**config.mk**
```make
export PLATFORM = sky130hd
export DESIGN_NAME = scan_sweep_target_scheduler
export DESIGN_NICKNAME = d
export VERILOG_FILES = /design/src/rtl/ssts_pkg.sv /design/src/rtl/ssts_ram.sv /design/src/rtl/scan_sweep_target_scheduler.sv
export SDC_FILE = /design/constraint.sdc
export NUM_CORES = 1
export LEC_CHECK = 0
export BUFFER_PORTS_ARGS = -buffer_cell sky130_fd_sc_hd__buf_2
export CAP_MARGIN = 20
export CORE_ASPECT_RATIO = 1.1
export CORE_MARGIN = 5
export CORE_UTILIZATION = 55
export CTS_BUF_LIST = sky130_fd_sc_hd__clkbuf_2
export DETAILED_ROUTE_END_ITERATION = 8
export PLACE_DENSITY = 0.76
export SYNTH_ARGS = -nofsm -noshare
export SYNTH_HDL_FRONTEND = slang
export SYNTH_SLANG_ARGS = --single-unit
```
**constraint.sdc**
```tcl
create_clock -name clk_i -period 8.37 [get_ports clk_i]
set_input_delay 0 -clock clk_i [delete_from_list [all_inputs] [get_ports clk_i]]
set_output_delay 0 -clock clk_i [all_outputs]
set_load 0.02 [all_outputs]
```
**src/rtl/ssts_pkg.sv**
```systemverilog
// Package with the types and constants of the scan sweep target scheduler.
`timescale 1ns / 1ps
`default_nettype none

package ssts_pkg;

  localparam int unsigned QUEUE_DEPTH_DEF = 16;
  localparam int unsigned POS_WIDTH_DEF   = 12;
  localparam int unsigned TAG_WIDTH       = 8;

  typedef enum logic [1:0] {
    ST_INSERTED = 2'd0,
    ST_SERVED   = 2'd1,
    ST_FULL     = 2'd2,
    ST_EMPTY    = 2'd3
  } status_e;

  typedef enum logic {
    REQ_INSERT = 1'b0,
    REQ_SERVE  = 1'b1
  } req_e;

  typedef enum logic {
    Q_UPPER = 1'b0,
    Q_LOWER = 1'b1
  } qsel_e;

  typedef enum logic [2:0] {
    S_IDLE,
    S_DECIDE,
    S_INS_SCAN,
    S_INS_LAST,
    S_SRV_DATA,
    S_RESP
  } state_e;

endpackage

`default_nettype wire

```
**src/rtl/ssts_ram.sv**
```systemverilog
// Generic single-write, single-read RAM with a registered read port.
`timescale 1ns / 1ps
`default_nettype none

module ssts_ram #(
  parameter int unsigned WIDTH = 8,
  parameter int unsigned DEPTH = 16
) (
  input  logic                     clk_i,
  input  logic                     we_i,
  input  logic [$clog2(DEPTH)-1:0] waddr_i,
  input  logic [WIDTH-1:0]         wdata_i,
  input  logic [$clog2(DEPTH)-1:0] raddr_i,
  output logic [WIDTH-1:0]         rdata_o
);

  logic [WIDTH-1:0] mem_q [DEPTH];

  always_ff @(posedge clk_i) begin
    if (we_i) begin
      mem_q[waddr_i] <= wdata_i;
    end
    rdata_o <= mem_q[raddr_i];
  end

endmodule

`default_nettype wire

```
**src/rtl/scan_sweep_target_scheduler.sv**
```systemverilog
// Top level of the scan sweep target scheduler (SCAN elevator ordering of targets).
`timescale 1ns / 1ps
`default_nettype none

// The scheduler keeps waiting targets in two sorted queues held in one RAM: the upper
// queue (targets at or above the head position, ascending) and the lower queue
// (targets below it, descending). Each queue is a ring inside its half of the RAM, so
// a serve only reads the entry at the ring head and advances the head pointer. An
// insert walks the target queue from its tail toward its head, one entry per cycle,
// using the single shared position comparator: every entry that comes strictly later
// than the new target is moved one slot back, and the new target lands after all
// entries with an equal position. A beat on the input carries either an insert
// (tuser low) or a serve (tuser high); every input beat produces exactly one output
// beat whose tuser holds the status. The walk is bounded by the one RAM write port
// and the one comparator. The input is not ready while an item is being worked on,
// but a finished result sitting in the output register does not block the next input
// beat. The queue RAM needs no clearing: only entries below the fill counts are read.

module scan_sweep_target_scheduler #(
  parameter int unsigned QUEUE_DEPTH = ssts_pkg::QUEUE_DEPTH_DEF,
  parameter int unsigned POS_WIDTH   = ssts_pkg::POS_WIDTH_DEF
) (
  input  logic clk_i,
  input  logic rst_ni,
  // Request beats.
  input  logic s_axis_tvalid,
  output logic s_axis_tready,
  // target_pos, job_tag, zero padding.
  input  logic [((POS_WIDTH+ssts_pkg::TAG_WIDTH+7)/8)*8-1:0] s_axis_tdata,
  // req_type.
  input  logic s_axis_tuser,
  // Result beats.
  output logic m_axis_tvalid,
  input  logic m_axis_tready,
  // served_pos, served_tag, sweep_up, zero padding.
  output logic [((POS_WIDTH+ssts_pkg::TAG_WIDTH+1+7)/8)*8-1:0] m_axis_tdata,
  // status.
  output logic [1:0] m_axis_tuser
);

  localparam int unsigned TW       = ssts_pkg::TAG_WIDTH;
  localparam int unsigned EW       = POS_WIDTH + TW;
  localparam int unsigned AW       = $clog2(QUEUE_DEPTH);
  localparam int unsigned AW1      = AW + 1;
  localparam int unsigned CW       = $clog2(QUEUE_DEPTH + 1);
  localparam int unsigned M_DW     = ((EW + 1 + 7) / 8) * 8;
  localparam int unsigned RAM_DEPTH = 2 * (2 ** AW);

  // Ring pointer helpers; QUEUE_DEPTH need not be a power of two.
  function automatic logic [AW-1:0] ptr_dec(input logic [AW-1:0] p);
    logic [AW-1:0] r;
    if (p == '0) begin
      r = AW'(QUEUE_DEPTH - 1);
    end else begin
      r = p - 1'b1;
    end
    return r;
  endfunction

  function automatic logic [AW-1:0] ptr_inc(input logic [AW-1:0] p);
    logic [AW-1:0] r;
    if (p == AW'(QUEUE_DEPTH - 1)) begin
      r = '0;
    end else begin
      r = p + 1'b1;
    end
    return r;
  endfunction

  function automatic logic [AW-1:0] ptr_add(input logic [AW-1:0] base,
                                            input logic [CW-1:0] off);
    logic [AW:0] s;
    s = AW1'(base) + AW1'(off);
    if (s >= AW1'(QUEUE_DEPTH)) begin
      s = s - AW1'(QUEUE_DEPTH);
    end
    return s[AW-1:0];
  endfunction

  ssts_pkg::state_e  state_q, state_d;
  ssts_pkg::req_e    req_q, req_d;
  ssts_pkg::qsel_e   qsel_q, qsel_d;
  ssts_pkg::status_e res_status_q, res_status_d;

  logic [POS_WIDTH-1:0] pos_q, pos_d;
  logic [TW-1:0]        tag_q, tag_d;
  logic [AW-1:0]        p_q, p_d;
  logic [CW-1:0]        wk_q, wk_d;
  logic [CW-1:0]        cnt_q [2];
  logic [CW-1:0]        cnt_d [2];
  logic [AW-1:0]        hptr_q [2];
  logic [AW-1:0]        hptr_d [2];
  logic [POS_WIDTH-1:0] head_pos_q, head_pos_d;
  logic                 dir_q, dir_d;
  logic [POS_WIDTH-1:0] res_pos_q, res_pos_d;
  logic [TW-1:0]        res_tag_q, res_tag_d;
  logic                 m_valid_q, m_valid_d;
  logic [M_DW-1:0]      m_data_q, m_data_d;
  logic [1:0]           m_user_q, m_user_d;

  // RAM port signals.
  logic          ram_we;
  logic [AW:0]   ram_waddr;
  logic [EW-1:0] ram_wdata;
  logic [AW:0]   ram_raddr;
  logic [EW-1:0] rd_data;
  logic [POS_WIDTH-1:0] rd_pos;
  logic [TW-1:0]        rd_tag;

  // Shared comparator.
  logic [POS_WIDTH-1:0] cmp_a, cmp_b;
  logic                 cmp_gt, cmp_lt;

  // Decisions.
  ssts_pkg::qsel_e ins_q, srv_q, dec_q, sel_q;
  logic            new_dir, both_empty, full, later, out_free;
  logic [CW-1:0]   n_cnt;
  logic [AW-1:0]   tail_ptr;

  ssts_ram #(
    .WIDTH (EW),
    .DEPTH (RAM_DEPTH)
  ) u_ram (
    .clk_i   (clk_i),
    .we_i    (ram_we),
    .waddr_i (ram_waddr),
    .wdata_i (ram_wdata),
    .raddr_i (ram_raddr),
    .rdata_o (rd_data)
  );

  assign rd_pos = rd_data[POS_WIDTH-1:0];
  assign rd_tag = rd_data[EW-1:POS_WIDTH];

  // The comparator sorts the new target against a queue entry during the walk, and
  // against the head position when the target queue is chosen.
  always_comb begin
    cmp_b = pos_q;
    if (state_q == ssts_pkg::S_INS_SCAN) begin
      cmp_a = rd_pos;
    end else begin
      cmp_a = head_pos_q;
    end
  end

  assign cmp_gt = (cmp_a > cmp_b);
  assign cmp_lt = (cmp_a < cmp_b);

  assign ins_q      = cmp_gt ? ssts_pkg::Q_LOWER : ssts_pkg::Q_UPPER;
  assign both_empty = (cnt_q[ssts_pkg::Q_UPPER] == '0) && (cnt_q[ssts_pkg::Q_LOWER] == '0);
  // A serve turns around when the queue ahead of the sweep is empty.
  assign new_dir    = dir_q ^ ((dir_q && (cnt_q[ssts_pkg::Q_UPPER] == '0)) ||
                               (!dir_q && (cnt_q[ssts_pkg::Q_LOWER] == '0)));
  assign srv_q      = new_dir ? ssts_pkg::Q_UPPER : ssts_pkg::Q_LOWER;
  assign dec_q      = (req_q == ssts_pkg::REQ_SERVE) ? srv_q : ins_q;
  assign sel_q      = (state_q == ssts_pkg::S_DECIDE) ? dec_q : qsel_q;
  assign n_cnt      = cnt_q[sel_q];
  assign full       = (n_cnt == CW'(QUEUE_DEPTH));
  assign tail_ptr   = ptr_add(hptr_q[sel_q], n_cnt);
  // An entry comes later than the new target in its queue's order.
  assign later      = (qsel_q == ssts_pkg::Q_UPPER) ? cmp_gt : cmp_lt;
  assign out_free   = !m_valid_q || m_axis_tready;

  // Next state.
  always_comb begin
    state_d = state_q;
    unique case (state_q)
      ssts_pkg::S_IDLE: begin
        if (s_axis_tvalid) begin
          state_d = ssts_pkg::S_DECIDE;
        end
      end
      ssts_pkg::S_DECIDE: begin
        if (req_q == ssts_pkg::REQ_SERVE) begin
          state_d = both_empty ? ssts_pkg::S_RESP : ssts_pkg::S_SRV_DATA;
        end else if (full || (n_cnt == '0)) begin
          state_d = ssts_pkg::S_RESP;
        end else begin
          state_d = ssts_pkg::S_INS_SCAN;
        end
      end
      ssts_pkg::S_INS_SCAN: begin
        if (!later) begin
          state_d = ssts_pkg::S_RESP;
        end else if (wk_q == CW'(1)) begin
          state_d = ssts_pkg::S_INS_LAST;
        end
      end
      ssts_pkg::S_INS_LAST: state_d = ssts_pkg::S_RESP;
      ssts_pkg::S_SRV_DATA: state_d = ssts_pkg::S_RESP;
      ssts_pkg::S_RESP: begin
        if (out_free) begin
          state_d = ssts_pkg::S_IDLE;
        end
      end
      default: state_d = ssts_pkg::S_IDLE;
    endcase
  end

  // Datapath and RAM control.
  always_comb begin
    req_d        = req_q;
    pos_d        = pos_q;
    tag_d        = tag_q;
    qsel_d       = qsel_q;
    p_d          = p_q;
    wk_d         = wk_q;
    cnt_d        = cnt_q;
    hptr_d       = hptr_q;
    head_pos_d   = head_pos_q;
    dir_d        = dir_q;
    res_status_d = res_status_q;
    res_pos_d    = res_pos_q;
    res_tag_d    = res_tag_q;
    m_valid_d    = m_valid_q && !m_axis_tready;
    m_data_d     = m_data_q;
    m_user_d     = m_user_q;
    ram_we       = 1'b0;
    ram_waddr    = {qsel_q, p_q};
    ram_wdata    = {tag_q, pos_q};
    ram_raddr    = {sel_q, ptr_dec(tail_ptr)};

    unique case (state_q)
      ssts_pkg::S_IDLE: begin
        req_d = ssts_pkg::req_e'(s_axis_tuser);
        pos_d = s_axis_tdata[POS_WIDTH-1:0];
        tag_d = s_axis_tdata[EW-1:POS_WIDTH];
      end
      ssts_pkg::S_DECIDE: begin
        qsel_d    = dec_q;
        res_pos_d = '0;
        res_tag_d = '0;
        if (req_q == ssts_pkg::REQ_SERVE) begin
          if (both_empty) begin
            res_status_d = ssts_pkg::ST_EMPTY;
          end else begin
            dir_d        = new_dir;
            res_status_d = ssts_pkg::ST_SERVED;
            ram_raddr    = {srv_q, hptr_q[srv_q]};
          end
        end else if (full) begin
          res_status_d = ssts_pkg::ST_FULL;
        end else begin
          res_status_d = ssts_pkg::ST_INSERTED;
          if (n_cnt == '0) begin
            ram_we        = 1'b1;
            ram_waddr     = {dec_q, hptr_q[dec_q]};
            cnt_d[dec_q]  = n_cnt + 1'b1;
          end else begin
            // Start the walk at the free slot behind the tail.
            p_d  = tail_ptr;
            wk_d = n_cnt;
          end
        end
      end
      ssts_pkg::S_INS_SCAN: begin
        ram_we = 1'b1;
        if (later) begin
          ram_wdata = rd_data;
          p_d       = ptr_dec(p_q);
          wk_d      = wk_q - 1'b1;
          ram_raddr = {qsel_q, ptr_dec(ptr_dec(p_q))};
        end else begin
          cnt_d[qsel_q] = cnt_q[qsel_q] + 1'b1;
        end
      end
      ssts_pkg::S_INS_LAST: begin
        ram_we        = 1'b1;
        cnt_d[qsel_q] = cnt_q[qsel_q] + 1'b1;
      end
      ssts_pkg::S_SRV_DATA: begin
        res_pos_d      = rd_pos;
        res_tag_d      = rd_tag;
        head_pos_d     = rd_pos;
        hptr_d[qsel_q] = ptr_inc(hptr_q[qsel_q]);
        cnt_d[qsel_q]  = cnt_q[qsel_q] - 1'b1;
      end
      ssts_pkg::S_RESP: begin
        if (out_free) begin
          m_valid_d = 1'b1;
          m_data_d  = M_DW'({dir_q, res_tag_q, res_pos_q});
          m_user_d  = res_status_q;
        end
      end
      default: begin
        ram_we = 1'b0;
      end
    endcase
  end

  always_ff @(posedge clk_i or negedge rst_ni) begin
    if (!rst_ni) begin
      state_q    <= ssts_pkg::S_IDLE;
      cnt_q[0]   <= '0;
      cnt_q[1]   <= '0;
      hptr_q[0]  <= '0;
      hptr_q[1]  <= '0;
      head_pos_q <= '0;
      dir_q      <= 1'b1;
      m_valid_q  <= 1'b0;
    end else begin
      state_q    <= state_d;
      cnt_q      <= cnt_d;
      hptr_q     <= hptr_d;
      head_pos_q <= head_pos_d;
      dir_q      <= dir_d;
      m_valid_q  <= m_valid_d;
    end
  end

  always_ff @(posedge clk_i) begin
    req_q        <= req_d;
    pos_q        <= pos_d;
    tag_q        <= tag_d;
    qsel_q       <= qsel_d;
    p_q          <= p_d;
    wk_q         <= wk_d;
    res_status_q <= res_status_d;
    res_pos_q    <= res_pos_d;
    res_tag_q    <= res_tag_d;
    m_data_q     <= m_data_d;
    m_user_q     <= m_user_d;
  end

  assign s_axis_tready = (state_q == ssts_pkg::S_IDLE);
  assign m_axis_tvalid = m_valid_q;
  assign m_axis_tdata  = m_data_q;
  assign m_axis_tuser  = m_user_q;

endmodule

`default_nettype wire

```
**Word level (Yosys, flattened, before mapping)**

Memory sizes are Yosys's and may differ from the RTL's. A register that Yosys moved wholly into a read port is not among the register bits.
Cells that the tools add are included.

- Add/subtract/negate cells: 10
- $lt $le $gt $ge: 9
- Eq/ne operators: 17
- Muxes and demuxes: 87
- Bitwise operators: 6
- Reductions and logical operators: 29

Operators by type and width:

| kind | count |
|---|---|
| 2-to-1 mux 4 bit | 24 |
| 2-to-1 mux 5 bit | 19 |
| 2-to-1 mux 10 bit | 4 |
| 2-to-1 mux 20 bit | 2 |
| one-hot mux 10 bit (4 select lines) | 1 |
| bitwise mux 10 bit | 3 |
| one-hot mux 12 bit (2 select lines) | 1 |
| one-hot mux 5 bit (2 select lines) | 2 |
| 2-to-1 mux 3 bit | 6 |
| one-hot mux 8 bit (2 select lines) | 1 |
| subtractor 4 x 1 -> 4 bit (second input constant) | 4 |
| logical NOT 5 bit | 3 |
| one-hot mux 3 bit (5 select lines) | 1 |
| inequality test 2 bit (second input constant) | 7 |
| 2-to-1 mux 1 bit | 13 |
| > comparator 12 bit | 1 |
| logical NOT 4 bit | 3 |
| less-than comparator 12 bit | 1 |
| 2-to-1 mux 12 bit | 1 |
| adder 5 x 1 -> 5 bit (second input constant) | 2 |
| demux 5 bit (select 1 bit) | 2 |
| AND reduction 5 bit | 2 |
| subtractor 5 x 1 -> 5 bit (second input constant) | 2 |
| bitwise mux 8 bit | 1 |
| other kinds (29) | 52 |

- Flip-flop bits (word level): 111
- RAM bits: 640
- Input bits: 29
- Output and inout port bits: 28
- Word-level logic and storage cells: 178
- Memories kept: 1

Memories:

| memory | words | bits a word | rd ports | clocked after Yosys merged registers in | wr ports | RTL line | RTL |
|---|---|---|---|---|---|---|---|
| u_ram.mem_q | 32 | 20 | 1 | 1 | 1 | ssts_ram.sv:17 | `logic [WIDTH-1:0] mem_q [DEPTH];` |

**Longest topological paths before layout**

Gate-level depths: netlist of the first run.

- Depth in word-level cells: 19
- Depth in mapped cells: 32
- Gate-level depth less buffers: 24

**Modules after synthesis**

From an unflattened synthesis of the first run, not the netlist that was laid out.

- Cell total of the unflattened synthesis: 1988
- Area total of the unflattened synthesis: 31742.9 um2

Modules (own cells, without submodules):

| module | instances | cells each | area an instance (um2) |
|---|---|---|---|
| ssts_ram | 1 | 1414 | 25553.3 |
| scan_sweep_target_scheduler | 1 | 574 | 6189.7 |

**Worst setup path after synthesis of the first run**

OpenSTA, ideal clock, no wires.

- Path kind: flip-flop to flip-flop
- Start point: reg state_q[1]
- End point: reg u_ram.rdata_o[7], read port of u_ram.mem_q
- Arrival: 6215 ps
- Slack: 2021 ps
- Stages on the path, launching flop included: 30
- Path buffers: 8
- Path through: dfrtp_1 > clkbuf_1 > nor2b_1 > clkbuf_1 > nand2b_1 > clkbuf_1 > buf_1 > nand2_1 > nand2_1 > ha_1 > a41oi_1 > o21ai_1 > a22o_1 > o31ai_1 > o21a_1 > buf_6 > inv_4 > buf_2 > mux2i_1 > inv_1 > ha_1 > ha_1 > inv_1 > ha_1 > o21ai_1 > clkbuf_1 > clkbuf_1 > mux4_2 > a211oi_1 > a211oi_2

- Longest elaborated chain between the ends: 18

Ends and longest elaborated chain:

| element | RTL line | RTL |
|---|---|---|
| start: declaration | scan_sweep_target_scheduler.sv:80 | `ssts_pkg::state_e state_q, state_d;` |
| start signal: assignment | scan_sweep_target_scheduler.sv:293 | `state_q <= ssts_pkg::S_IDLE;` |
| start signal: assignment | scan_sweep_target_scheduler.sv:302 | `state_q <= state_d;` |
| equality test 3 x 2 -> 1 bit | scan_sweep_target_scheduler.sv:139, scan_sweep_target_scheduler.sv:223 |  |
| 2-to-1 mux 12 bit | scan_sweep_target_scheduler.sv:139 | `if (state_q == ssts_pkg::S_INS_SCAN) begin` |
| > comparator 12 bit | scan_sweep_target_scheduler.sv:146 | `assign cmp_gt = (cmp_a > cmp_b);` |
| 2-to-1 mux 1 bit | scan_sweep_target_scheduler.sv:149 | `assign ins_q = cmp_gt ? ssts_pkg::Q_LOWER : ssts_pkg::Q_UPPER;` |
| 2-to-1 mux 1 bit | scan_sweep_target_scheduler.sv:155 | `assign dec_q = (req_q == ssts_pkg::REQ_SERVE) ? srv_q : ins_q;` |
| 2-to-1 mux 1 bit | - |  |
| NOT 1 -> 2 bit (not written as such) | scan_sweep_target_scheduler.sv:157, scan_sweep_target_scheduler.sv:159 |  |
| 2-to-1 mux 4 bit (not written as such) / 2-to-1 mux 5 bit (equally long branches) (3 in a row) | scan_sweep_target_scheduler.sv:159, scan_sweep_target_scheduler.sv:157 |  |
| adder 4 x 5 -> 5 bit | scan_sweep_target_scheduler.sv:73 | `s = AW1'(base) + AW1'(off);` |
| subtractor 4 x 1 -> 4 bit / >= comparator 5 bit (equally long branches) | scan_sweep_target_scheduler.sv:75, scan_sweep_target_scheduler.sv:74 |  |
| 2-to-1 mux 4 bit | scan_sweep_target_scheduler.sv:74 | `if (s >= AW1'(QUEUE_DEPTH)) begin` |
| subtractor 4 x 1 -> 4 bit / logical NOT 4 bit (equally long branches) | scan_sweep_target_scheduler.sv:55, scan_sweep_target_scheduler.sv:52 |  |
| 2-to-1 mux 4 bit | scan_sweep_target_scheduler.sv:52 | `if (p == '0) begin` |
| 2-to-1 mux 5 bit | scan_sweep_target_scheduler.sv:234 | `if (both_empty) begin` |
| 2-to-1 mux 5 bit | scan_sweep_target_scheduler.sv:233 | `if (req_q == ssts_pkg::REQ_SERVE) begin` |
| one-hot mux 5 bit (2 select lines) (*) | scan_sweep_target_scheduler.sv:223 | `unique case (state_q)` |
| end: declaration | ssts_ram.sv:14 | `output logic [WIDTH-1:0] rdata_o` |

Mark *: on every way between the ends. The rest lies on a longest branch, timed or not. The select of a mux whose other input is x is not followed.
A chain may end at the register's enable or synchronous reset.

**Worst setup path after layout of the first run**

- Start point: reg state_q[1]
- End point: reg u_ram.rdata_o[0], read port of u_ram.mem_q

The elaborated chain is that of the path after synthesis.

==> flow_summary.toml, run 1 <==
[final_layout]
layout_common_cells = "715 x sky130_fd_sc_hd__edfxtp_1, 253 x sky130_fd_sc_hd__clkbuf_2, 251 x sky130_fd_sc_hd__nand2_1, 140 x sky130_fd_sc_hd__mux2i_1, 109 x sky130_fd_sc_hd__a211oi_1"
final_nets = 2339
layout.cells.most_common = "sky130_fd_sc_hd__edfxtp_1"
filler_cell_count = 4080
flow.area_growth_from_synthesis_pct = 12.7
post_route_cells_drive_above_1_share_pct = 23.7

[place]
gp_congestion = 0.861
post-dp-hpwl_um = 44000
portBuffers = 49

[sta]
timing.final.hold_violations = 0
rsz0062_at_grt = "false"
post-route-period-util_pct = 82.9
worst-slew-pin-transition_ps = 1070
final_setup_fails = 0
finalCriticalPeriod_ps = 6940
clock_skew_ps = 137
max-slew-margin-rel_pct = 28.0
maxClockFrequency_mhz = 144
setup_total_negative_slack_ps = 0
timing.final.max_slew_violations = 0

[yosys]
yosysUniqueCellTypes = 80
synth.area.mux_share_pct = 10.2
syn_inst = 2014
synth-xor-area-share_pct = 0.440
synth_top_family_by_area = "multiplexers"
synthesis.area_per_instance_um2 = 15.8
yosys_most_used_dff = "sky130_fd_sc_hd__edfxtp_1"
synth_area_um2 = 31900
synth-seq-area-share_pct = 71.5
postSynth.asyncResetShare_pct = 4.54
synth_edf_count = 715
yosys.area_share.simple_pct = 6.81
synth_compound_gate_area_share_pct = 7.85
register_bit_count_reported_by_yosys = 771
synthesis.yosys.warnings = 0
synth_adder_area_share_pct = 1.06

[detailed_routing]
dr_wl_met3_um = 6650
drt_wl_total_um = 77600
drt-pass1-iter-count = 6
detail_route.iter0.violations = 2000
vias = 19400
met2RoutedLength_um = 38800
wl_per_cell_um = 24.5
drc_errors = 0
post_detailed_route_via_to_cell_ratio = 6.12
topRoutingLayerUsed = "met5"
met1Wirelength_um = 29000
route.antenna.remaining_nets = 0

[setup_path]
setup.reg_to_reg.worst_slack_ps = 1430
worstSetupEndpointType = "register"
crit_family = "buffers and inverters"
crit_chain = "nor2b_1 > buf_4 > nand2b_1 > buf_4 > nand2_1 > nand2_1 > ha_1 > and4_1 > nand3_1 > a21oi_1 > o31ai_1 > buf_4 > o21a_1 > inv_4 > mux2i_1 > inv_1 > ha_1 > inv_1 > a222oi_1 > buf_12 > buf_12 > mux4_2 > a211oi_1 > a211oi_1"
worst_setup_path_start_kind = "register"
worstPathBufferInverterCount = 8
critPathMostFrequentCell = "sky130_fd_sc_hd__buf_4"
rr_endpoint = "u_ram.rdata_o[0]$_DFF_P_"
worst-endpoint-required_ps = 9590
timing.reg2reg.worst_path_depth = 24
crit_arrival_ps = 8160
crit_type = "reg -> reg"
timing.rr.start = "state_q[1]$_DFFE_PN0P_"
worst-path-max-fanout = 79
slowest_stage = "sky130_fd_sc_hd__a222oi_1"
critPathMaxStageDelay_ps = 700

[run_status]
run_status = "finished clean"

[grt]
all_layer_global_routing_usage_pct = 24.4
grt_start_max_net_pins = 82
grt_first_pass_wirelength_um = 116000
globalRouteOverflowTotal = 0
grt_pass1_vias = 19600
grt_antenna_before_repair = 8

[floorplanning]
row_count = 92
starting_density_of_the_core_pct = 55.6
io_pins = 57
dieHeight_um = 262
fp.dieArea_um2 = 62800
core_um2 = 57300
die_width_um = 239

[clocking]
cts_inserted_buffers = 179
postCtsSetupBuffers = 0
cts_tree = "yes"
worstSkewPairLatency_ps = 1430
path_clk_slew_ps = 100
max-clock-path-buffers = 3
clock_sinks = 771
clock-root-buffer = "sky130_fd_sc_hd__clkbuf_2"
cts_max_level = 4

[min_path]
min_delay_path_depth = 6
hold_path.startpoint = "s_axis_tvalid"
min_path_type = "in -> reg"
hold_path_end = "state_q[0]$_DFFE_PN0P_"

[job]
maxCapViolations = 0
==> flip-flops by register name (all words and copies together), names as in the netlist <==
name / cells
cmp_b: 12
cnt_q: 10
dir_q: 1
head_pos_q: 12
hptr_q: 8
m_axis_tdata: 21
m_axis_tuser: 2
m_axis_tvalid: 1
p_q: 4
qsel_q: 1
req_q: 1
res_pos_q: 12
res_status_q: 2
res_tag_q: 8
state_q: 3
tag_q: 8
u_ram.mem_q: 640
u_ram.rdata_o: 20
wk_q: 5
==> metal layers <==
metal  vias up  GRT usage, %
met4         2          11.0
met3       202          5.97
li1       8492             -
met5         -             0
met1      9694          31.3
met2       986          39.7
==> stage by stage <==
stage,hold slack [ps],instances,setup WS [ps],utilization (%),area [um^2]
6_report,223,3168,1430,62.6,35900
5_1_grt,202,3165,1120,62.6,35900
4_1_cts,74.0,3149,1520,62.2,35700
3_5_place_dp,168,2768,1590,58.2,33400
3_3_place_gp,145,2768,1690,58.2,33400
2_1_floorplan,-296,2016,2020,-,31900
==> cell usage after synthesis (5+ instances only) <==
cell,n,share of area [%]
sky130_fd_sc_hd__edfxtp_1,715,67
sky130_fd_sc_hd__nand2_1,251,3.0
sky130_fd_sc_hd__mux2i_1,140,4.4
sky130_fd_sc_hd__a211oi_1,109,2.6
sky130_fd_sc_hd__mux4_2,76,5.4
sky130_fd_sc_hd__clkbuf_1,70,0.82
sky130_fd_sc_hd__nor2_1,64,0.75
sky130_fd_sc_hd__a21oi_1,61,0.96
sky130_fd_sc_hd__nor2b_1,45,0.88
sky130_fd_sc_hd__o21ai_0,35,0.55
sky130_fd_sc_hd__dfrtp_1,34,2.7
sky130_fd_sc_hd__buf_2,33,0.52
sky130_fd_sc_hd__nand3_1,32,0.50
sky130_fd_sc_hd__inv_1,30,0.35
sky130_fd_sc_hd__ha_1,27,1.1
sky130_fd_sc_hd__and3_1,25,0.49
sky130_fd_sc_hd__o211ai_1,24,0.57
sky130_fd_sc_hd__dfxtp_1,21,1.3
sky130_fd_sc_hd__a32o_1,19,0.60
sky130_fd_sc_hd__a21o_1,14,0.33
sky130_fd_sc_hd__mux2_2,13,0.46
sky130_fd_sc_hd__a211oi_2,11,0.43
sky130_fd_sc_hd__a31oi_1,9,0.18
sky130_fd_sc_hd__and2_1,8,0.16
sky130_fd_sc_hd__buf_4,8,0.19
sky130_fd_sc_hd__nand2b_1,8,0.16
sky130_fd_sc_hd__xnor2_1,8,0.22
sky130_fd_sc_hd__xor2_1,8,0.22
sky130_fd_sc_hd__buf_1,7,0.082
sky130_fd_sc_hd__nor3_1,7,0.11
sky130_fd_sc_hd__o22ai_1,7,0.14
sky130_fd_sc_hd__o32a_1,6,0.19
sky130_fd_sc_hd__or3_1,6,0.12
sky130_fd_sc_hd__a311oi_1,5,0.14
sky130_fd_sc_hd__o21a_1,5,0.12
sky130_fd_sc_hd__o21ai_1,5,0.079
==> how the worst max path moves through the flow <==
| stage | cells past startpoint | startpoint | endpoint | slack [ps] |
|---|---|---|---|---|
| 3_5_place_dp | 26 | state_q[1]$_DFFE_PN0P_ | u_ram.rdata_o[8]$_DFF_P_ | 1590 |
| 3_3_place_gp | 27 | state_q[1]$_DFFE_PN0P_ | u_ram.rdata_o[8]$_DFF_P_ | 1690 |
| 2_1_floorplan | 29 | state_q[1]$_DFFE_PN0P_ | u_ram.rdata_o[7]$_DFF_P_ | 2020 |
| 5_1_grt | 24 | state_q[1]$_DFFE_PN0P_ | u_ram.rdata_o[19]$_DFF_P_ | 1120 |
| 4_1_cts | 27 | state_q[1]$_DFFE_PN0P_ | u_ram.rdata_o[8]$_DFF_P_ | 1520 |
| 6_report | 24 | state_q[1]$_DFFE_PN0P_ | u_ram.rdata_o[0]$_DFF_P_ | 1430 |
==> logic make-up after synthesis <==
| group | count (synthesis) |
|---|---|
| flip-flops | 771 |
| XOR/XNOR | 16 |
| other | 1 |
| AND/OR/NAND/NOR | 472 |
| multiplexers | 229 |
| adder cells (fa/ha/maj) | 27 |
| buffers and inverters | 154 |
| AO/OA/AOI/OAI | 344 |
==> layout make-up <==
cell class	instances	area [um^2]	share of cell area [%]
multi-input combinational	1091	8590	23.9
antenna	6	15.0	0.0418
clock inverter	55	300	0.836
timing repair buffer	208	1900	5.29
inverter	32	123	0.342
tap	752	941	2.62
sequential	771	22800	63.4
clock buffer	253	1270	3.53
==> worst register-to-register path, cell delays in order, from the launching register on <==
cell and delay [ps]:
sky130_fd_sc_hd__dfrtp_1 550, sky130_fd_sc_hd__nor2b_1 180, sky130_fd_sc_hd__buf_4 200, sky130_fd_sc_hd__nand2b_1 200
sky130_fd_sc_hd__buf_4 280, sky130_fd_sc_hd__nand2_1 110, sky130_fd_sc_hd__nand2_1 70, sky130_fd_sc_hd__ha_1 330
sky130_fd_sc_hd__and4_1 230, sky130_fd_sc_hd__nand3_1 110, sky130_fd_sc_hd__a21oi_1 240, sky130_fd_sc_hd__o31ai_1 110
sky130_fd_sc_hd__buf_4 160, sky130_fd_sc_hd__o21a_1 210, sky130_fd_sc_hd__inv_4 240, sky130_fd_sc_hd__mux2i_1 400
sky130_fd_sc_hd__inv_1 200, sky130_fd_sc_hd__ha_1 360, sky130_fd_sc_hd__inv_1 100, sky130_fd_sc_hd__a222oi_1 700
sky130_fd_sc_hd__buf_12 290, sky130_fd_sc_hd__buf_12 400, sky130_fd_sc_hd__mux4_2 610, sky130_fd_sc_hd__a211oi_1 410
sky130_fd_sc_hd__a211oi_1 100
==> what timing repair did <==
action	in CTS	in global routing
hold buffers	73	0
hold endpoints to repair	82	0
gates resized for setup	0	0
Power of run 1 is not shown: default switching activity piles up to over one toggle a cycle in this logic, so the estimate is an artifact.
==> run 2: changes to the inputs <==
- PLACE_DENSITY: 0.76 -> 0.79
- clock period: 8.37 -> 6 ns (I/O delays scaled with it)
==> run 2 against run 1 <==
Flip-flop and latch count stayed put; first-iteration DRC count up 36%; register-to-register slack got worse by 1300 ps; non-clock buffer count rose by 36; global-route usage increased by 1.8 points; clock skew grew 2.8 ps; critical endpoint is now u_ram.rdata_o[5]$_DFF_P_.
==> flow_summary.toml, run 2 (same netlist as run 1, synthesis figures left out) <==
[floorplanning]
dieHeight_um = 262
die_width_um = 239
io_pins = 57
core_um2 = 57300
starting_density_of_the_core_pct = 55.6
fp.dieArea_um2 = 62800
row_count = 92

[sta]
maxClockFrequency_mhz = 171
timing.final.max_slew_violations = 0
final_setup_fails = 0
worst-slew-pin-transition_ps = 1130
timing.final.ws_setup_ps = 164
finalCriticalPeriod_ps = 5840
max-slew-margin-rel_pct = 24.5
timing.final.hold_violations = 0
clock_skew_ps = 140
hold-worst-slack_ps = 209
post-route-period-util_pct = 97.3

[setup_path]
worstPathBufferInverterCount = 7
worst_setup_path_start_kind = "register"
worst-endpoint-required_ps = 7230
crit_chain = "nand2b_1 > nor2_2 > buf_12 > nand2_1 > nand2_1 > ha_1 > a41oi_1 > o21ai_1 > a22o_1 > o31ai_4 > o21a_1 > inv_4 > buf_4 > nand2_1 > nand2_1 > ha_1 > inv_1 > a222oi_1 > buf_4 > buf_12 > buf_12 > mux4_2 > a21oi_1 > a211oi_1"
critPathMaxStageDelay_ps = 560
crit_type = "reg -> reg"
crit_family = "compound AO/OA/AOI/OAI gates"
crit_arrival_ps = 7060
worst-path-max-fanout = 46
slowest_stage = "sky130_fd_sc_hd__mux4_2"
critPathMostFrequentCell = "sky130_fd_sc_hd__nand2_1"
worstSetupEndpointType = "register"

[final_layout]
max_flop_register = "u_ram.mem_q"
largest_register_ff_count = 640
layout.cells.most_common = "sky130_fd_sc_hd__edfxtp_1"
flow.area_growth_from_synthesis_pct = 14.9
post_route_cells_drive_above_1_share_pct = 26.6
filler_cell_count = 3842
final_cells = 3211
final_nets = 2376
layout_common_cells = "715 x sky130_fd_sc_hd__edfxtp_1, 264 x sky130_fd_sc_hd__clkbuf_2, 251 x sky130_fd_sc_hd__nand2_1, 140 x sky130_fd_sc_hd__mux2i_1, 95 x sky130_fd_sc_hd__buf_4"

[run_status]
run_status = "finished clean"

[grt]
all_layer_global_routing_usage_pct = 26.2
globalRouteOverflowTotal = 0
grt_antenna_before_repair = 5
grt_start_max_net_pins = 64
grt_first_pass_wirelength_um = 124000
grt_pass1_vias = 20500

[job]
maxCapViolations = 0

[detailed_routing]
drt_wl_total_um = 84200
post_detailed_route_via_to_cell_ratio = 6.33
drt-pass1-iter-count = 7
wl_per_cell_um = 26.2
drc_errors = 0
detail_route.iter0.violations = 2716
vias = 20300
route.antenna.remaining_nets = 0

[clocking]
max-clock-path-buffers = 3
cts_max_level = 4
cts_tree = "yes"
path_clk_slew_ps = 110
cts_inserted_buffers = 179
clock-root-buffer = "sky130_fd_sc_hd__clkbuf_2"
clock_sinks = 771
worstSkewPairLatency_ps = 1420

[min_path]
min_path_type = "in -> async"

[place]
gp_congestion = 0.931
placed_cells_incl_taps = 2798
portBuffers = 49
pre_cts_slack_ps = -113
post-dp-hpwl_um = 48800
==> run 2: worst min-delay path: stages <==
cell	delay, ps
sky130_fd_sc_hd__dlygate4sd3_1	510
sky130_fd_sc_hd__dlygate4sd3_1	530
sky130_fd_sc_hd__dlygate4sd3_1	540
sky130_fd_sc_hd__buf_2	140
sky130_fd_sc_hd__buf_12	230
==> run 2: per-layer routing <==
metal / wire, um / global-route usage, % / up-vias
met5: 7 / 0 / -
met4: 5410 / 15.9 / 2
met3: 8480 / 6.27 / 324
met2: 41800 / 42.6 / 1400
met1: 28500 / 31.8 / 10000
li1: - / - / 8574
==> run 2: path summary, 6_finish.rpt <==
check | startpoint | endpoint | slack [ps] | cells past startpoint
min in group clk_i | m_axis_tready | state_q[2]$_DFFE_PN0P_ | 240 | 6
max reg2reg | state_q[2]$_DFFE_PN0P_ | u_ram.rdata_o[5]$_DFF_P_ | 160 | 24
min reg2reg | res_pos_q[1]$_SDFFCE_PN0P_ | m_axis_tdata[1]$_DFFE_PP_ | 400 | 0
min | rst_ni | cnt_q[9]$_DFFE_PN0P_ | 210 | 5
max in group asynchronous | rst_ni | dir_q$_DFFE_PN1P_ | 5530 | 5
max | state_q[2]$_DFFE_PN0P_ | u_ram.rdata_o[5]$_DFF_P_ | 160 | 24
==> run 2: cell type report <==
cell class / count / area [um^2] / area share, %
Sequential cell: 771 / 22800 / 62.2
Multi-Input combinational cell: 1092 / 8840 / 24.1
Timing Repair Buffer: 244 / 2260 / 6.17
Clock buffer: 264 / 1320 / 3.61
Tap cell: 752 / 941 / 2.57
Clock inverter: 52 / 353 / 0.964
Inverter: 32 / 123 / 0.335
Antenna cell: 4 / 10.0 / 0.0273
==> run 2: timing repair <==
action	CTS	global route
gates resized for setup	10	34
cloned	0	1
setup buffers	0	9
hold endpoints to repair	82	0
pin swaps	0	1
endpoints found under the setup margin	9	388
hold buffers	72	0
==> run 2: per-stage QoR <==
| step | utilization (%) | cell area [um^2] | TNS [ps] |
|---|---|---|---|
| after global routing | 63.9 | 36600 | -35.9 |
| after global placement | 58.6 | 33600 | 0 |
| after floorplan | - | 31900 | 0 |
| final | 63.9 | 36600 | 0 |
| after detailed placement | 58.7 | 33600 | -232 |
| after CTS | 63.0 | 36100 | 0 |
Power of run 2 is left out for the same reason.
